==> config.mk <==
export PLATFORM = sky130hd
export DESIGN_NAME = stepper_position_indexer_core
export DESIGN_NICKNAME = d
export VERILOG_FILES = /design/src/hdl/spi_pkg.sv /design/src/hdl/spi_cfg_regs.sv /design/src/hdl/spi_step_logic.sv /design/src/hdl/stepper_position_indexer_core.sv
export SDC_FILE = /design/constraint.sdc
export NUM_CORES = 1
export LEC_CHECK = 0
export ABC_AREA = 1
export BUFFER_PORTS_ARGS = -buffer_cell sky130_fd_sc_hd__buf_2
export CORE_MARGIN = 4
export CORE_UTILIZATION = 60
export DETAILED_ROUTE_END_ITERATION = 10
export PLACE_DENSITY = 0.81
export SLEW_MARGIN = 30
export SYNTH_ARGS = -nofsm -noshare
export SYNTH_HDL_FRONTEND = slang
export SYNTH_SLANG_ARGS = --single-unit
==> constraint.sdc <==
create_clock -name clk -period 5 [get_ports clk]
set_input_delay 0.75 -clock clk [delete_from_list [all_inputs] [get_ports clk]]
set_output_delay 0.75 -clock clk [all_outputs]
set_load 0.005 [all_outputs]
==> src/hdl/spi_pkg.sv <==
// ----------------------------------------------------------------------------
// spi_pkg
// Shared widths, codes and types for the stepper position indexer.
// ----------------------------------------------------------------------------
package spi_pkg;

  localparam int POSITION_BITS = 16;
  localparam int PERIOD_BITS   = 24;
  localparam int MODE_BITS     = 2;
  localparam int CFG_IDX_BITS  = 2;
  localparam int CFG_DATA_BITS = 24;

  localparam logic [POSITION_BITS-1:0] STEP_LIMIT_RST      = POSITION_BITS'(65535);
  localparam logic [PERIOD_BITS-1:0]   HOMING_INTERVAL_RST = PERIOD_BITS'(5000);

  typedef enum logic [MODE_BITS-1:0] {
    MODE_TICK = 2'd0,
    MODE_MOVE = 2'd1,
    MODE_HOME = 2'd2,
    MODE_RSVD = 2'd3
  } spi_mode_t;

  typedef enum logic [CFG_IDX_BITS-1:0] {
    CFG_STEP_LIMIT      = 2'd0,
    CFG_HOMING_INTERVAL = 2'd1
  } spi_cfg_idx_t;

  // Motion state carried from item to item
  typedef struct packed {
    logic [POSITION_BITS-1:0] position;
    logic [POSITION_BITS-1:0] target;
    logic [PERIOD_BITS-1:0]   period;
    logic [PERIOD_BITS-1:0]   wait_count;
    logic                     moving;
    logic                     homing;
    logic                     home_done;
    logic                     dir_level;
  } spi_state_t;

  // Configuration register contents
  typedef struct packed {
    logic [POSITION_BITS-1:0] step_limit;
    logic [PERIOD_BITS-1:0]   homing_interval;
  } spi_cfg_t;

  // Result of one request
  typedef struct packed {
    logic                     step_pulse;
    logic                     direction;
    logic [POSITION_BITS-1:0] current_position;
    logic                     move_done;
    logic                     calibrated;
  } spi_result_t;

endpackage

==> src/hdl/spi_cfg_regs.sv <==
// ----------------------------------------------------------------------------
// spi_cfg_regs
// Configuration registers: move limit and homing step interval.
// ----------------------------------------------------------------------------
module spi_cfg_regs
  import spi_pkg::*;
(
  input  logic                     clk,
  input  logic                     rst_n,
  input  logic                     wr_en,
  input  logic [CFG_IDX_BITS-1:0]  wr_index,
  input  logic [CFG_DATA_BITS-1:0] wr_data,
  output spi_cfg_t                 cfg
);

  spi_cfg_t cfg_r;
  spi_cfg_t cfg_nxt;

  // Decode the register index; unknown indexes are dropped
  always_comb begin
    cfg_nxt = cfg_r;
    if (wr_en) begin
      unique case (spi_cfg_idx_t'(wr_index))
        CFG_STEP_LIMIT:      cfg_nxt.step_limit = wr_data[POSITION_BITS-1:0];
        CFG_HOMING_INTERVAL: cfg_nxt.homing_interval = wr_data[PERIOD_BITS-1:0];
        default:             cfg_nxt = cfg_r;
      endcase
    end
  end

  always_ff @(posedge clk) begin
    if (!rst_n) begin
      cfg_r.step_limit      <= STEP_LIMIT_RST;
      cfg_r.homing_interval <= HOMING_INTERVAL_RST;
    end else begin
      cfg_r <= cfg_nxt;
    end
  end

  assign cfg = cfg_r;

endmodule

==> src/hdl/spi_step_logic.sv <==
// ----------------------------------------------------------------------------
// spi_step_logic
// Next-state and result logic for one request: move, homing or tick.
// ----------------------------------------------------------------------------
module spi_step_logic
  import spi_pkg::*;
(
  input  spi_state_t               state,
  input  spi_cfg_t                 cfg,
  input  logic [MODE_BITS-1:0]     mode,
  input  logic [POSITION_BITS-1:0] target_position,
  input  logic [PERIOD_BITS-1:0]   step_period,
  input  logic                     home_switch,
  output spi_state_t               state_nxt,
  output spi_result_t              result
);

  logic pulse;
  logic move_ok;

  // A move step is legal only toward an in-range target with a nonzero period
  assign move_ok = (state.target != state.position) &&
                   (state.period != '0) &&
                   (state.target != '0) &&
                   (state.target < cfg.step_limit);

  always_comb begin
    state_nxt = state;
    pulse     = 1'b0;
    unique case (spi_mode_t'(mode))
      MODE_MOVE: begin
        // Ignore move commands while homing
        if (!state.homing) begin
          state_nxt.target     = target_position;
          state_nxt.period     = step_period;
          state_nxt.moving     = 1'b1;
          state_nxt.wait_count = '0;
        end
      end
      MODE_HOME: begin
        // Abort any move and restart homing
        state_nxt.moving     = 1'b0;
        state_nxt.homing     = 1'b1;
        state_nxt.home_done  = 1'b0;
        state_nxt.wait_count = '0;
      end
      MODE_TICK: begin
        if (state.homing) begin
          if (state.wait_count != '0) begin
            state_nxt.wait_count = state.wait_count - 1'b1;
          end else if (home_switch) begin
            // Step backward, then wait one interval (zero acts as one)
            pulse               = 1'b1;
            state_nxt.dir_level = 1'b1;
            state_nxt.wait_count = (cfg.homing_interval == '0) ? '0 :
                                   cfg.homing_interval - 1'b1;
          end else begin
            // Home reached: zero the position
            state_nxt.homing    = 1'b0;
            state_nxt.home_done = 1'b1;
            state_nxt.position  = '0;
            state_nxt.dir_level = 1'b0;
          end
        end else if (state.moving) begin
          if (state.wait_count != '0) begin
            state_nxt.wait_count = state.wait_count - 1'b1;
          end else if (move_ok) begin
            pulse = 1'b1;
            if (state.target > state.position) begin
              state_nxt.dir_level = 1'b0;
              state_nxt.position  = state.position + 1'b1;
            end else begin
              state_nxt.dir_level = 1'b1;
              state_nxt.position  = state.position - 1'b1;
            end
            state_nxt.wait_count = state.period - 1'b1;
          end else begin
            state_nxt.moving = 1'b0;
          end
        end
      end
      MODE_RSVD: begin
        state_nxt = state;
      end
      default: begin
        state_nxt = state;
      end
    endcase
  end

  // Report status after this request
  always_comb begin
    result.step_pulse       = pulse;
    result.direction        = state_nxt.dir_level;
    result.current_position = state_nxt.position;
    result.move_done        = ~state_nxt.moving;
    result.calibrated       = state_nxt.home_done;
  end

endmodule

==> src/hdl/stepper_position_indexer_core.sv <==
// An accepted request's result is registered and shows on the out_ port the cycle after.
// Throughput: one request per cycle; the output register drains and refills
// in the same cycle, so in_ready drops only while a result is held by out_ready.
// Reset (rst_n low, synchronous) zeroes the motion state, empties the output
// register and loads a step limit of 65535 and a homing interval of 5000.
// ----------------------------------------------------------------------------
// stepper_position_indexer_core
// Step/direction indexer with homing, one request per 1 us tick.
// ----------------------------------------------------------------------------
module stepper_position_indexer_core
  import spi_pkg::*;
(
  input  logic                     clk,
  input  logic                     rst_n,
  // Configuration write channel
  input  logic                     cfg_valid,
  output logic                     cfg_ready,
  input  logic [CFG_IDX_BITS-1:0]  cfg_index,
  input  logic [CFG_DATA_BITS-1:0] cfg_wdata,
  // Request channel
  input  logic                     in_valid,
  output logic                     in_ready,
  input  logic [MODE_BITS-1:0]     in_mode,
  input  logic [POSITION_BITS-1:0] in_target_position,
  input  logic [PERIOD_BITS-1:0]   in_step_period,
  input  logic                     in_home_switch,
  // Result channel
  output logic                     out_valid,
  input  logic                     out_ready,
  output logic                     out_step_pulse,
  output logic                     out_direction,
  output logic [POSITION_BITS-1:0] out_current_position,
  output logic                     out_move_done,
  output logic                     out_calibrated
);

  spi_cfg_t    cfg;
  spi_state_t  state_r;
  spi_state_t  state_nxt;
  spi_result_t result;
  spi_result_t result_r;
  logic        out_valid_r;
  logic        in_fire;

  assign cfg_ready = 1'b1;

  spi_cfg_regs u_cfg (
    .clk      (clk),
    .rst_n    (rst_n),
    .wr_en    (cfg_valid),
    .wr_index (cfg_index),
    .wr_data  (cfg_wdata),
    .cfg      (cfg)
  );

  spi_step_logic u_step (
    .state           (state_r),
    .cfg             (cfg),
    .mode            (in_mode),
    .target_position (in_target_position),
    .step_period     (in_step_period),
    .home_switch     (in_home_switch),
    .state_nxt       (state_nxt),
    .result          (result)
  );

  // Accept while the output register is empty or being drained
  assign in_ready = ~out_valid_r | out_ready;
  assign in_fire  = in_valid & in_ready;

  // Advance motion state on each accepted request
  always_ff @(posedge clk) begin
    if (!rst_n) begin
      state_r <= '0;
    end else if (in_fire) begin
      state_r <= state_nxt;
    end
  end

  // Hold the result until taken
  always_ff @(posedge clk) begin
    if (!rst_n) begin
      out_valid_r <= 1'b0;
    end else if (in_fire) begin
      out_valid_r <= 1'b1;
    end else if (out_ready) begin
      out_valid_r <= 1'b0;
    end
  end

  always_ff @(posedge clk) begin
    if (in_fire) begin
      result_r <= result;
    end
  end

  assign out_valid            = out_valid_r;
  assign out_step_pulse       = result_r.step_pulse;
  assign out_direction        = result_r.direction;
  assign out_current_position = result_r.current_position;
  assign out_move_done        = result_r.move_done;
  assign out_calibrated       = result_r.calibrated;

endmodule

==> impl_metrics.tcl, run 1 <==
set metrics [dict create \
    r2r_cells 23 \
    p_switching_mw 1.26 \
    die_x_um 133 \
    clockBufferDepth 2 \
    use_met1_pct 37.3 \
    clk-insertion-delay-late_ps 440 \
    clockPowerShare_pct 34.1 \
    initial_utilization_pct 61.3 \
    cts_resized 0 \
    cts_max_level 4 \
    placement.io_buffers 95 \
    n_fill_cell 1330 \
    io_pins 97 \
    skew_ps 12.2 \
    numClockSinks 145 \
    path_clk_slew_ps 60 \
    row_count 45 \
    drc 0 \
    combPwrFrac_pct 28.4 \
    synth_area_um2 9330 \
    crit_required_ps 5190 \
    reg2reg_from "state_r[79]$_SDFFE_PN0P_" \
    arrival_ps 4030 \
    ys_seq_elements 145 \
    start_kind "flip-flop" \
    nNetsFinal 1586 \
    dr.first_iter.drc_count 831 \
    synth_flop_cell "dfxtp_1" \
    grt_usage_pct 28.9 \
    cts_setup_buffers 0 \
    holdPathStages 2 \
    grt_max_degree 74 \
    hold_end "state_r[29]$_SDFFE_PN0P_" \
    holdWs_ps 491 \
    swShare_pct 35.6 \
    p_leak_nw 4.97 \
    antenna_found_initial 0 \
    reg2reg_to "out_current_position[15]$_DFFE_PP_" \
    grt-busiest-layer "met2" \
    synth_cells 1386 \
    totalWireLength_um 25600 \
    p_per_area_nw_per_um2 340 \
    hp-class "flip-flop to flip-flop" \
    grt_pass1_wl_um 41500 \
    globalRoute.totalOverflow 0 \
    die_area_um2 17600 \
    outcome "finished clean" \
    crit_fanout 17 \
    num_antenna_cells 0 \
    setup_viol_count_final 0 \
    grt_pass1_vias 8651 \
    fmax_mhz 260 \
    avgSynthCellArea_um2 6.73 \
    register_area_um2 3100 \
    multi_input_area_um2 5380 \
    met3_usage_pct 5.21 \
    dr.pass1.iters 6 \
    routed_via_density 5.64 \
    die_h_um 133 \
    yosysWarnings 0 \
    tns_ps 0 \
    period_needed_ps 3840 \
    dpl.hpwl_um 19300 \
    max_cap_violations 0 \
    tritoncts "done" \
    vdd_drop_max_mv 0.266 \
    hp-start "state_r[29]$_SDFFE_PN0P_" \
    maxSlewViolCount 0 \
    drive_gt1_share_pct 12.1 \
    wire_per_inst_um 15.4 \
    vias 9376 \
    coreArea_um2 15200 \
    syn_nets 1510 \
    worst_slew_pin_slew_ps 779 \
    use_met2_pct 47.7 \
    synth_cell_type_count 47 \
    rsz0062_at_grt "no" \
    numCtsBuffers 17 \
    final_hold_viol_count 0 \
    path_class "flip-flop to flip-flop" \
    ant_nets 0 \
    cts_root_buf "clkbuf_16" \
    period_share_pct 76.8 \
    hold_buffers 0 \
    area_delta_synth_final_pct 11.8 \
    critPathCaptureType "flip-flop" \
    finalWeightedCongestion 0.934 \
    yosysSeqAreaShare_pct 33.3 \
    async_flop_share_pct 0 \
    p_int_mw 2.28 \
    rrSetupSlack_ps 1160 \
    relSlewSlack_pct 48.0 \
    seqPwrFrac_pct 37.5 \
    synth_edf_count 20 \
]
==> critical path, cell delays in order, from the launching register on <==
cell and delay [ps]:
dfxtp_1 350, inv_1 80, ha_1 300, nand2_1 70, nor2_1 190, and2_1 160
nand2_1 50, nand2_1 80, nand2_1 450, ha_1 550, nand3_1 100, nand3_1 130
nand2_1 90, nand3_1 130, a21oi_1 230, inv_1 60, nand2_1 70, nand2_1 80
inv_1 90, nand2_1 70, nand2_1 70, nand2_1 60, nand2_1 90, inv_1 50
==> sequential cells by signal, indices dropped and copies added (netlist names) <==
signal	cells
out_calibrated	1
out_current_position	16
out_direction	1
out_move_done	1
out_step_pulse	1
out_valid	1
state_r	84
u_cfg.cfg	40
==> power groups by stage <==
stage | sequential, mW | clock, mW | combinational (mW)
after floorplan | 1.34 | 0 | 0.757
after global placement | 1.35 | 0 | 0.958
after detailed placement | 1.35 | 0 | 0.981
after CTS | 1.33 | 1.21 | 0.990
after global routing | 1.34 | 1.26 | 1.13
final | 1.33 | 1.21 | 1.01
==> worst max-delay path by stage <==
| stage | from | endpoint | cells after the start |
|---|---|---|---|
| 2_1_floorplan | state_r[69]$_SDFFE_PN0P_ | out_current_position[15]$_DFFE_PP_ | 26 |
| 3_3_place_gp | state_r[83]$_SDFFE_PN0P_ | out_current_position[15]$_DFFE_PP_ | 23 |
| 3_5_place_dp | state_r[79]$_SDFFE_PN0P_ | out_current_position[15]$_DFFE_PP_ | 23 |
| 4_1_cts | state_r[79]$_SDFFE_PN0P_ | out_current_position[15]$_DFFE_PP_ | 23 |
| 5_1_grt | state_r[69]$_SDFFE_PN0P_ | out_current_position[15]$_DFFE_PP_ | 26 |
| 6_report | state_r[79]$_SDFFE_PN0P_ | out_current_position[15]$_DFFE_PP_ | 23 |
==> cell usage in the layout (no fill, tap or decap), types with 2 or more instances in the layout <==
cell type	instances
nor3_4	2
nand4_2	3
buf_2	95
nor4_1	2
nor2_4	5
clkinv_4	2
nand4_1	15
xor2_1	33
dfxtp_1	125
edfxtp_1	20
nand3_1	101
or2_2	3
o21a_1	2
nor3_1	16
o221ai_1	4
nor2_1	213
a21oi_1	105
o21ai_0	98
nor2_2	14
inv_6	5
o21bai_1	5
a31oi_1	4
o21ai_1	9
buf_4	9
clkinv_2	3
nand2_1	279
inv_1	156
clkbuf_16	18
xnor2_1	10
inv_2	9
ha_1	49
o31ai_1	2
o211ai_1	36
nand2_2	4
nand3b_1	2
==> synthesized netlist by cell type (3+ instances only) <==
cell      count  area, um^2
nand2_1     279        1050
nor2_1      213         800
inv_1       156         586
dfxtp_1     125        2500
a21oi_1     105         526
nand3_1     101         505
o21ai_0      98         490
ha_1         49         613
o211ai_1     36         270
xor2_1       33         289
clkbuf_1     32         120
edfxtp_1     20         601
nor3_1       16        80.1
nand4_1      15        93.8
nor2_2       14        87.6
xnor2_1      10        87.6
inv_2         9        33.8
o21ai_1       9        45.0
buf_6         5        56.3
nor2_4        5        56.3
o21bai_1      5        37.5
a31oi_1       4        25.0
buf_1         4        15.0
buf_2         4        20.0
nand2_2       4        25.0
o221ai_1      4        35.0
nand4_2       3        37.5
or2_2         3        18.8
==> cells by family after synthesis <==
group | synth area share [%]
AOI/OAI and AO/OA | 16.1
xor gates and xnor gates | 4.04
adders and majority gates | 6.79
buffers and inverters | 9.07
DFF | 33.3
other | 0.0402
and+or+nand+nor | 30.7
==> layer usage <==
layer	part of all wire (%)	wire [um]
met1	43	10900
met5	0	0
met2	48	12200
met4	3.8	982
met3	6.1	1550
==> area by class of cell <==
type	count	area share, %
Multi-Input combinational cell	1029	51.6
Sequential cell	145	29.8
Inverter	165	5.94
Timing Repair Buffer	104	5.21
Clock buffer	18	4.32
Tap cell	188	2.26
Clock inverter	13	0.972
==> metrics by stage <==
| step | instances | power, mW | area, um^2 | util [%] | worst slack, ps |
|---|---|---|---|---|---|
| final | 1662 | 3.54 | 10400 | 68.6 | 1160 |
| after global routing | 1662 | 3.74 | 10400 | 68.6 | 942 |
| after CTS | 1662 | 3.53 | 10400 | 68.6 | 1290 |
| after detailed placement | 1631 | 2.33 | 9880 | 65.0 | 1350 |
| after global placement | 1631 | 2.31 | 9880 | 65.0 | 1550 |
| after floorplan | 1386 | 2.09 | 9330 | - | 1940 |
Note: power is estimated with default switching activity, not from simulation.
==> run 2: changes to the inputs <==
clock period = 4 ns   (was 5 ns; I/O delays follow)
==> run 2 against run 1 <==
Effect of this change:
- clock skew is 2.7 ps higher
- wire length up 2.0%
- cell area grew 0.73%
- via count grew 0.75%
- critical path depth increased by 1
- count of clock-buffer cells in the layout up 1
- clock power is 27% higher
- hold slack got worse by 86 ps
- sequential power up 25%
- sequential share of layout area is 0.22 points lower
- highest routed layer unchanged
==> impl_metrics.tcl, run 2 (synthesized netlist as in run 1, its figures left out) <==
set metrics [dict create \
    dpl.hpwl_um 19400 \
    fmax_mhz 289 \
    io_pins 97 \
    top_register "state_r" \
    max_cap_violations 0 \
    dr.pass1.iters 6 \
    numClockSinks 145 \
    slowest_stage "ha_1" \
    start_kind "flip-flop" \
    numCtsBuffers 17 \
    arrival_ps 3650 \
    num_antenna_cells 0 \
    period_needed_ps 3460 \
    worst_slew_pin_slew_ps 700 \
    hp-start "cfg_wdata[7]" \
    setup_viol_count_final 0 \
    critPathCaptureType "flip-flop" \
    worstPathCellList "inv_1 > ha_1 > nand2_1 > nor2_1 > nand2_1 > nand2_1 > nand2_1 > nand2_1 > nand2_2 > ha_1 > nand3_1 > nand3_1 > nand2_1 > nand3_1 > a21oi_1 > inv_1 > nand2_1 > nand2_1 > inv_1 > nand2_1 > nand2_1 > nand2_1 > nand2_1 > inv_1" \
    drc 0 \
    p_total_mw 4.46 \
    totalWireLength_um 26100 \
    grt_max_degree 72 \
    reg2reg_to "out_current_position[15]$_DFFE_PP_" \
    p_switching_mw 1.59 \
    final_common_cell "nand2_1" \
    dr.first_iter.drc_count 818 \
    cp_slowest_stage_delay_ps 430 \
    initial_utilization_pct 61.3 \
    path_class "flip-flop to flip-flop" \
    clockPowerShare_pct 34.4 \
    routed_via_density 5.66 \
    p_int_mw 2.87 \
    row_count 45 \
    globalRoute.totalOverflow 0 \
    final_hold_viol_count 0 \
    setup_ws_ps 537 \
    drive_gt1_share_pct 12.7 \
    reg2reg_from "state_r[75]$_SDFFE_PN0P_" \
    clk-insertion-delay-late_ps 440 \
    holdPathStages 3 \
    die_x_um 133 \
    die_area_um2 17600 \
    antenna_found_initial 0 \
    swShare_pct 35.7 \
    largest_register_ffs 84 \
    path_clk_slew_ps 70 \
    path_common_cell "nand2_1" \
    vias 9446 \
    seqPwrFrac_pct 37.2 \
    tritoncts "done" \
    skew_ps 15.0 \
    finalWeightedCongestion 0.956 \
    coreArea_um2 15200 \
    ant_nets 0 \
    clockBufferDepth 2 \
    die_h_um 133 \
    hold_end "u_cfg.cfg[7]$_SDFFE_PN1P_" \
    outcome "finished clean" \
    finish.utilization_pct 69.1 \
    period_share_pct 86.6 \
    maxSlewViolCount 0 \
    r2r_cells 24 \
    crit_fanout 17 \
    hp-class "primary input to flip-flop" \
    cts_root_buf "clkbuf_16" \
    tns_ps 0 \
    rrSetupSlack_ps 540 \
    hold_buffers 0 \
    grt_pass1_vias 8781 \
    crit_required_ps 4190 \
    nNetsFinal 1593 \
    relSlewSlack_pct 53.3 \
    placement.io_buffers 95 \
    p_per_area_nw_per_um2 425 \
    cts_max_level 4 \
    wire_per_inst_um 15.6 \
    rsz0062_at_grt "no" \
    area_delta_synth_final_pct 12.7 \
    p_leak_nw 5.02 \
    grt_pass1_wl_um 42100 \
    post-place-ws_ps 362 \
    grt_usage_pct 29.3 \
    mostFrequentLayoutCells "nand2_1 (278), nor2_1 (213), inv_1 (156), dfxtp_1 (125), a21oi_1 (105)" \
    holdWs_ps 405 \
    combPwrFrac_pct 28.4 \
    vdd_drop_max_mv 0.345 \
]
## run 2: changes by cell type in the layout (fill, tap and decap cells not counted), sizes merged
cell	delta
clkinvlp	-1
inv	+1
clkbuf	+1
buf	+7
## run 2: power groups by stage
stage | clock network [mW] | registers [mW] | logic, mW
floorplan | 0 | 1.67 | 0.946
global placement | 0 | 1.69 | 1.21
detailed placement | 0 | 1.69 | 1.23
CTS | 1.55 | 1.66 | 1.25
global route | 1.60 | 1.67 | 1.43
finish | 1.54 | 1.66 | 1.27
## run 2: stage by stage
step                      instance area, um^2  cells
after global routing                    10500   1670
final                                   10500   1670
after floorplan                          9330   1386
after global placement                   9930   1638
after CTS                               10500   1670
after detailed placement                 9930   1638
## run 2: critical path, delay by kind of cell, from the launching register on
kind / cells / cell delay [ps]
AND/OR/NAND/NOR: 17 / 1570
buffers and inverters: 4 / 250
adder cells (fa/ha/maj): 2 / 730
flip-flops: 1 / 380
AO/OA/AOI/OAI: 1 / 270
## run 2: worst max-delay path by stage
stage / startpoint / endpoint / slack, ps / cells after the start
final: state_r[75]$_SDFFE_PN0P_ / out_current_position[15]$_DFFE_PP_ / 540 / 24
after detailed placement: state_r[69]$_SDFFE_PN0P_ / out_current_position[15]$_DFFE_PP_ / 360 / 26
after floorplan: state_r[69]$_SDFFE_PN0P_ / out_current_position[15]$_DFFE_PP_ / 940 / 26
after global placement: state_r[69]$_SDFFE_PN0P_ / out_current_position[15]$_DFFE_PP_ / 480 / 26
after CTS: state_r[81]$_SDFFE_PN0P_ / out_current_position[15]$_DFFE_PP_ / 340 / 23
after global routing: state_r[69]$_SDFFE_PN0P_ / out_current_position[15]$_DFFE_PP_ / 190 / 26
## run 2: cell type report
class	count	area, um^2
clock inverters	13	115
inverters	165	619
fillers	1304	4700
repair buffers	111	596
flip-flops and latches	145	3100
well taps	188	235
clock buffers	19	453
multi-input cells	1029	5380
## run 2: repair_timing
item                       CTS  global route
gates resized for setup      0             1
setup buffers                0             0
setup endpoints to repair    0             5
## run 2: metal layers
metal  wire length (um)  GRT usage (%)
met3               1580           5.17
met1              11100           37.1
met2              12300           49.0
met5                  0              0
met4               1080           13.3
==> run 3: changes to the inputs <==
CORE_UTILIZATION = 35   (was 60)
PLACE_DENSITY = unset   (was 0.81)
==> run 3 against run 2 <==
Effect of this change:
- clock power rose by 9%
- core utilization down 28 points
- first-iteration DRC count decreased by 24%
- clock skew fell by 0.82 ps
- die area rose by 67%
- final cell count up 8.6%
- setup slack better by 130 ps
==> impl_metrics.tcl, run 3 (synthesized netlist as in run 1, its figures left out) <==
set metrics [dict create \
    period_share_pct 83.2 \
    row_count 59 \
    tritoncts "done" \
    initial_utilization_pct 35.7 \
    antenna_found_initial 0 \
    n_fill_cell 2792 \
    path_common_cell "nand2_1" \
    grt_max_degree 111 \
    crit_fanout 17 \
    numCtsBuffers 17 \
    rsz0062_at_grt "no" \
    fmax_mhz 300 \
    io_pins 97 \
    nNetsFinal 1590 \
    path_class "flip-flop to flip-flop" \
    grt_usage_pct 19.1 \
    vdd_drop_max_mv 0.217 \
    totalWireLength_um 27900 \
    period_needed_ps 3330 \
    clk-insertion-delay-late_ps 430 \
    finish.utilization_pct 41.0 \
    area_delta_synth_final_pct 15.0 \
    hold_buffers 0 \
    p_leak_nw 5.02 \
    die_area_um2 29300 \
    dr.first_iter.drc_count 622 \
    numClockSinks 145 \
    final_hold_viol_count 0 \
    relSlewSlack_pct 48.0 \
    cts_root_buf "clkbuf_16" \
    worstPathCellList "inv_1 > ha_1 > nand2_1 > nor2_1 > and2_1 > nand2_1 > nand2_1 > nand2_1 > buf_4 > ha_1 > nand2_1 > nand3_1 > nand2_1 > nand3_1 > a21oi_1 > inv_1 > nand2_1 > nand2_1 > inv_1 > nand2_1 > nand2_1 > nand2_1 > nand2_1 > inv_1" \
    globalRoute.totalOverflow 0 \
    wire_per_inst_um 15.4 \
    largest_register_ffs 84 \
    hp-class "primary input to flip-flop" \
    p_per_area_nw_per_um2 429 \
    ant_nets 0 \
    skew_ps 14.2 \
    dpl.hpwl_um 21000 \
    vias 9117 \
    slowest_stage "dfxtp_1" \
    placement.io_buffers 95 \
    path_clk_slew_ps 70 \
    routed_via_density 5.03 \
    mostFrequentLayoutCells "nand2_1 (278), nor2_1 (212), inv_1 (156), dfxtp_1 (125), a21oi_1 (105)" \
    max_cap_violations 0 \
    final_common_cell "nand2_1" \
    tns_ps 0 \
    die_h_um 171 \
    worst_slew_pin_slew_ps 780 \
    cts_resized 0 \
    p_total_mw 4.60 \
    die_x_um 171 \
    grt_pass1_wl_um 45000 \
    start_kind "flip-flop" \
    critPathCaptureType "flip-flop" \
    coreArea_um2 26100 \
    drive_gt1_share_pct 12.5 \
    crit_required_ps 4190 \
    setup_viol_count_final 0 \
    finalWeightedCongestion 0.923 \
    num_antenna_cells 0 \
    dr.pass1.iters 5 \
    grt_pass1_vias 8518 \
    clockBufferDepth 2 \
    cp_slowest_stage_delay_ps 370 \
    arrival_ps 3520 \
    maxSlewViolCount 0 \
    drc 0 \
    top_register "state_r" \
    cts_max_level 4 \
    cts_setup_buffers 0 \
    outcome "finished clean" \
]
[run 3: cell types whose count changed in the layout (fill, tap and decap cells not counted), moves of 2 or more]
cell	previous run	this run
buf_4	16	12
inv_8	1	6
clkbuf_8	2	0
inv_4	2	0
[run 3: area by class of cell]
cell class	instances	area (um^2)	share of cell area [%]
tap	335	419	3.91
multi-input combinational	1029	5390	50.2
sequential	145	3100	28.9
inverter	165	619	5.78
timing repair buffer	108	586	5.46
clock inverter	14	159	1.48
clock buffer	18	450	4.20
[run 3: worst max-delay path: cells and delay by family (launching register included)]
family	cells	cell delay (ps)
adders and majority gates	2	650
DFF	1	370
buffers and inverters	5	450
AOI/OAI and AO/OA	1	250
and+or+nand+nor	16	1380
[run 3: final timing paths]
path / start / endpoint / slack (ps) / cells past startpoint
worst max-delay path: state_r[79]$_SDFFE_PN0P_ / out_current_position[15]$_DFFE_PP_ / 670 / 24
worst min-delay path: cfg_wdata[5] / u_cfg.cfg[29]$_SDFFE_PN1P_ / 400 / 3
worst max register to register: state_r[79]$_SDFFE_PN0P_ / out_current_position[15]$_DFFE_PP_ / 670 / 24
worst min register to register: state_r[29]$_SDFFE_PN0P_ / state_r[29]$_SDFFE_PN0P_ / 480 / 2
[run 3: layer usage]
metal / up-vias / track usage (%) / wire length [um]
met1: 4166 / 26.1 / 13000
met2: 196 / 31.7 / 13100
met3: 25 / 2.57 / 1080
met5: - / 0 / 0
li1: 4730 / - / -
met4: 0 / 5.79 / 607
[run 3: power breakdown]
part	switching (mW)	internal (mW)
registers	0.0893	1.58
clock network	0.746	0.931
logic	0.807	0.449
total	1.64	2.95
[run 3: through the flow]
stage	cell area [um^2]	hold WS (ps)	std cells	setup slack [ps]
after floorplan	9330	448	1386	940
after global routing	10700	408	1814	340
after global placement	10100	465	1782	760
after detailed placement	10100	472	1782	705
final	10700	397	1814	672
after CTS	10700	390	1814	686
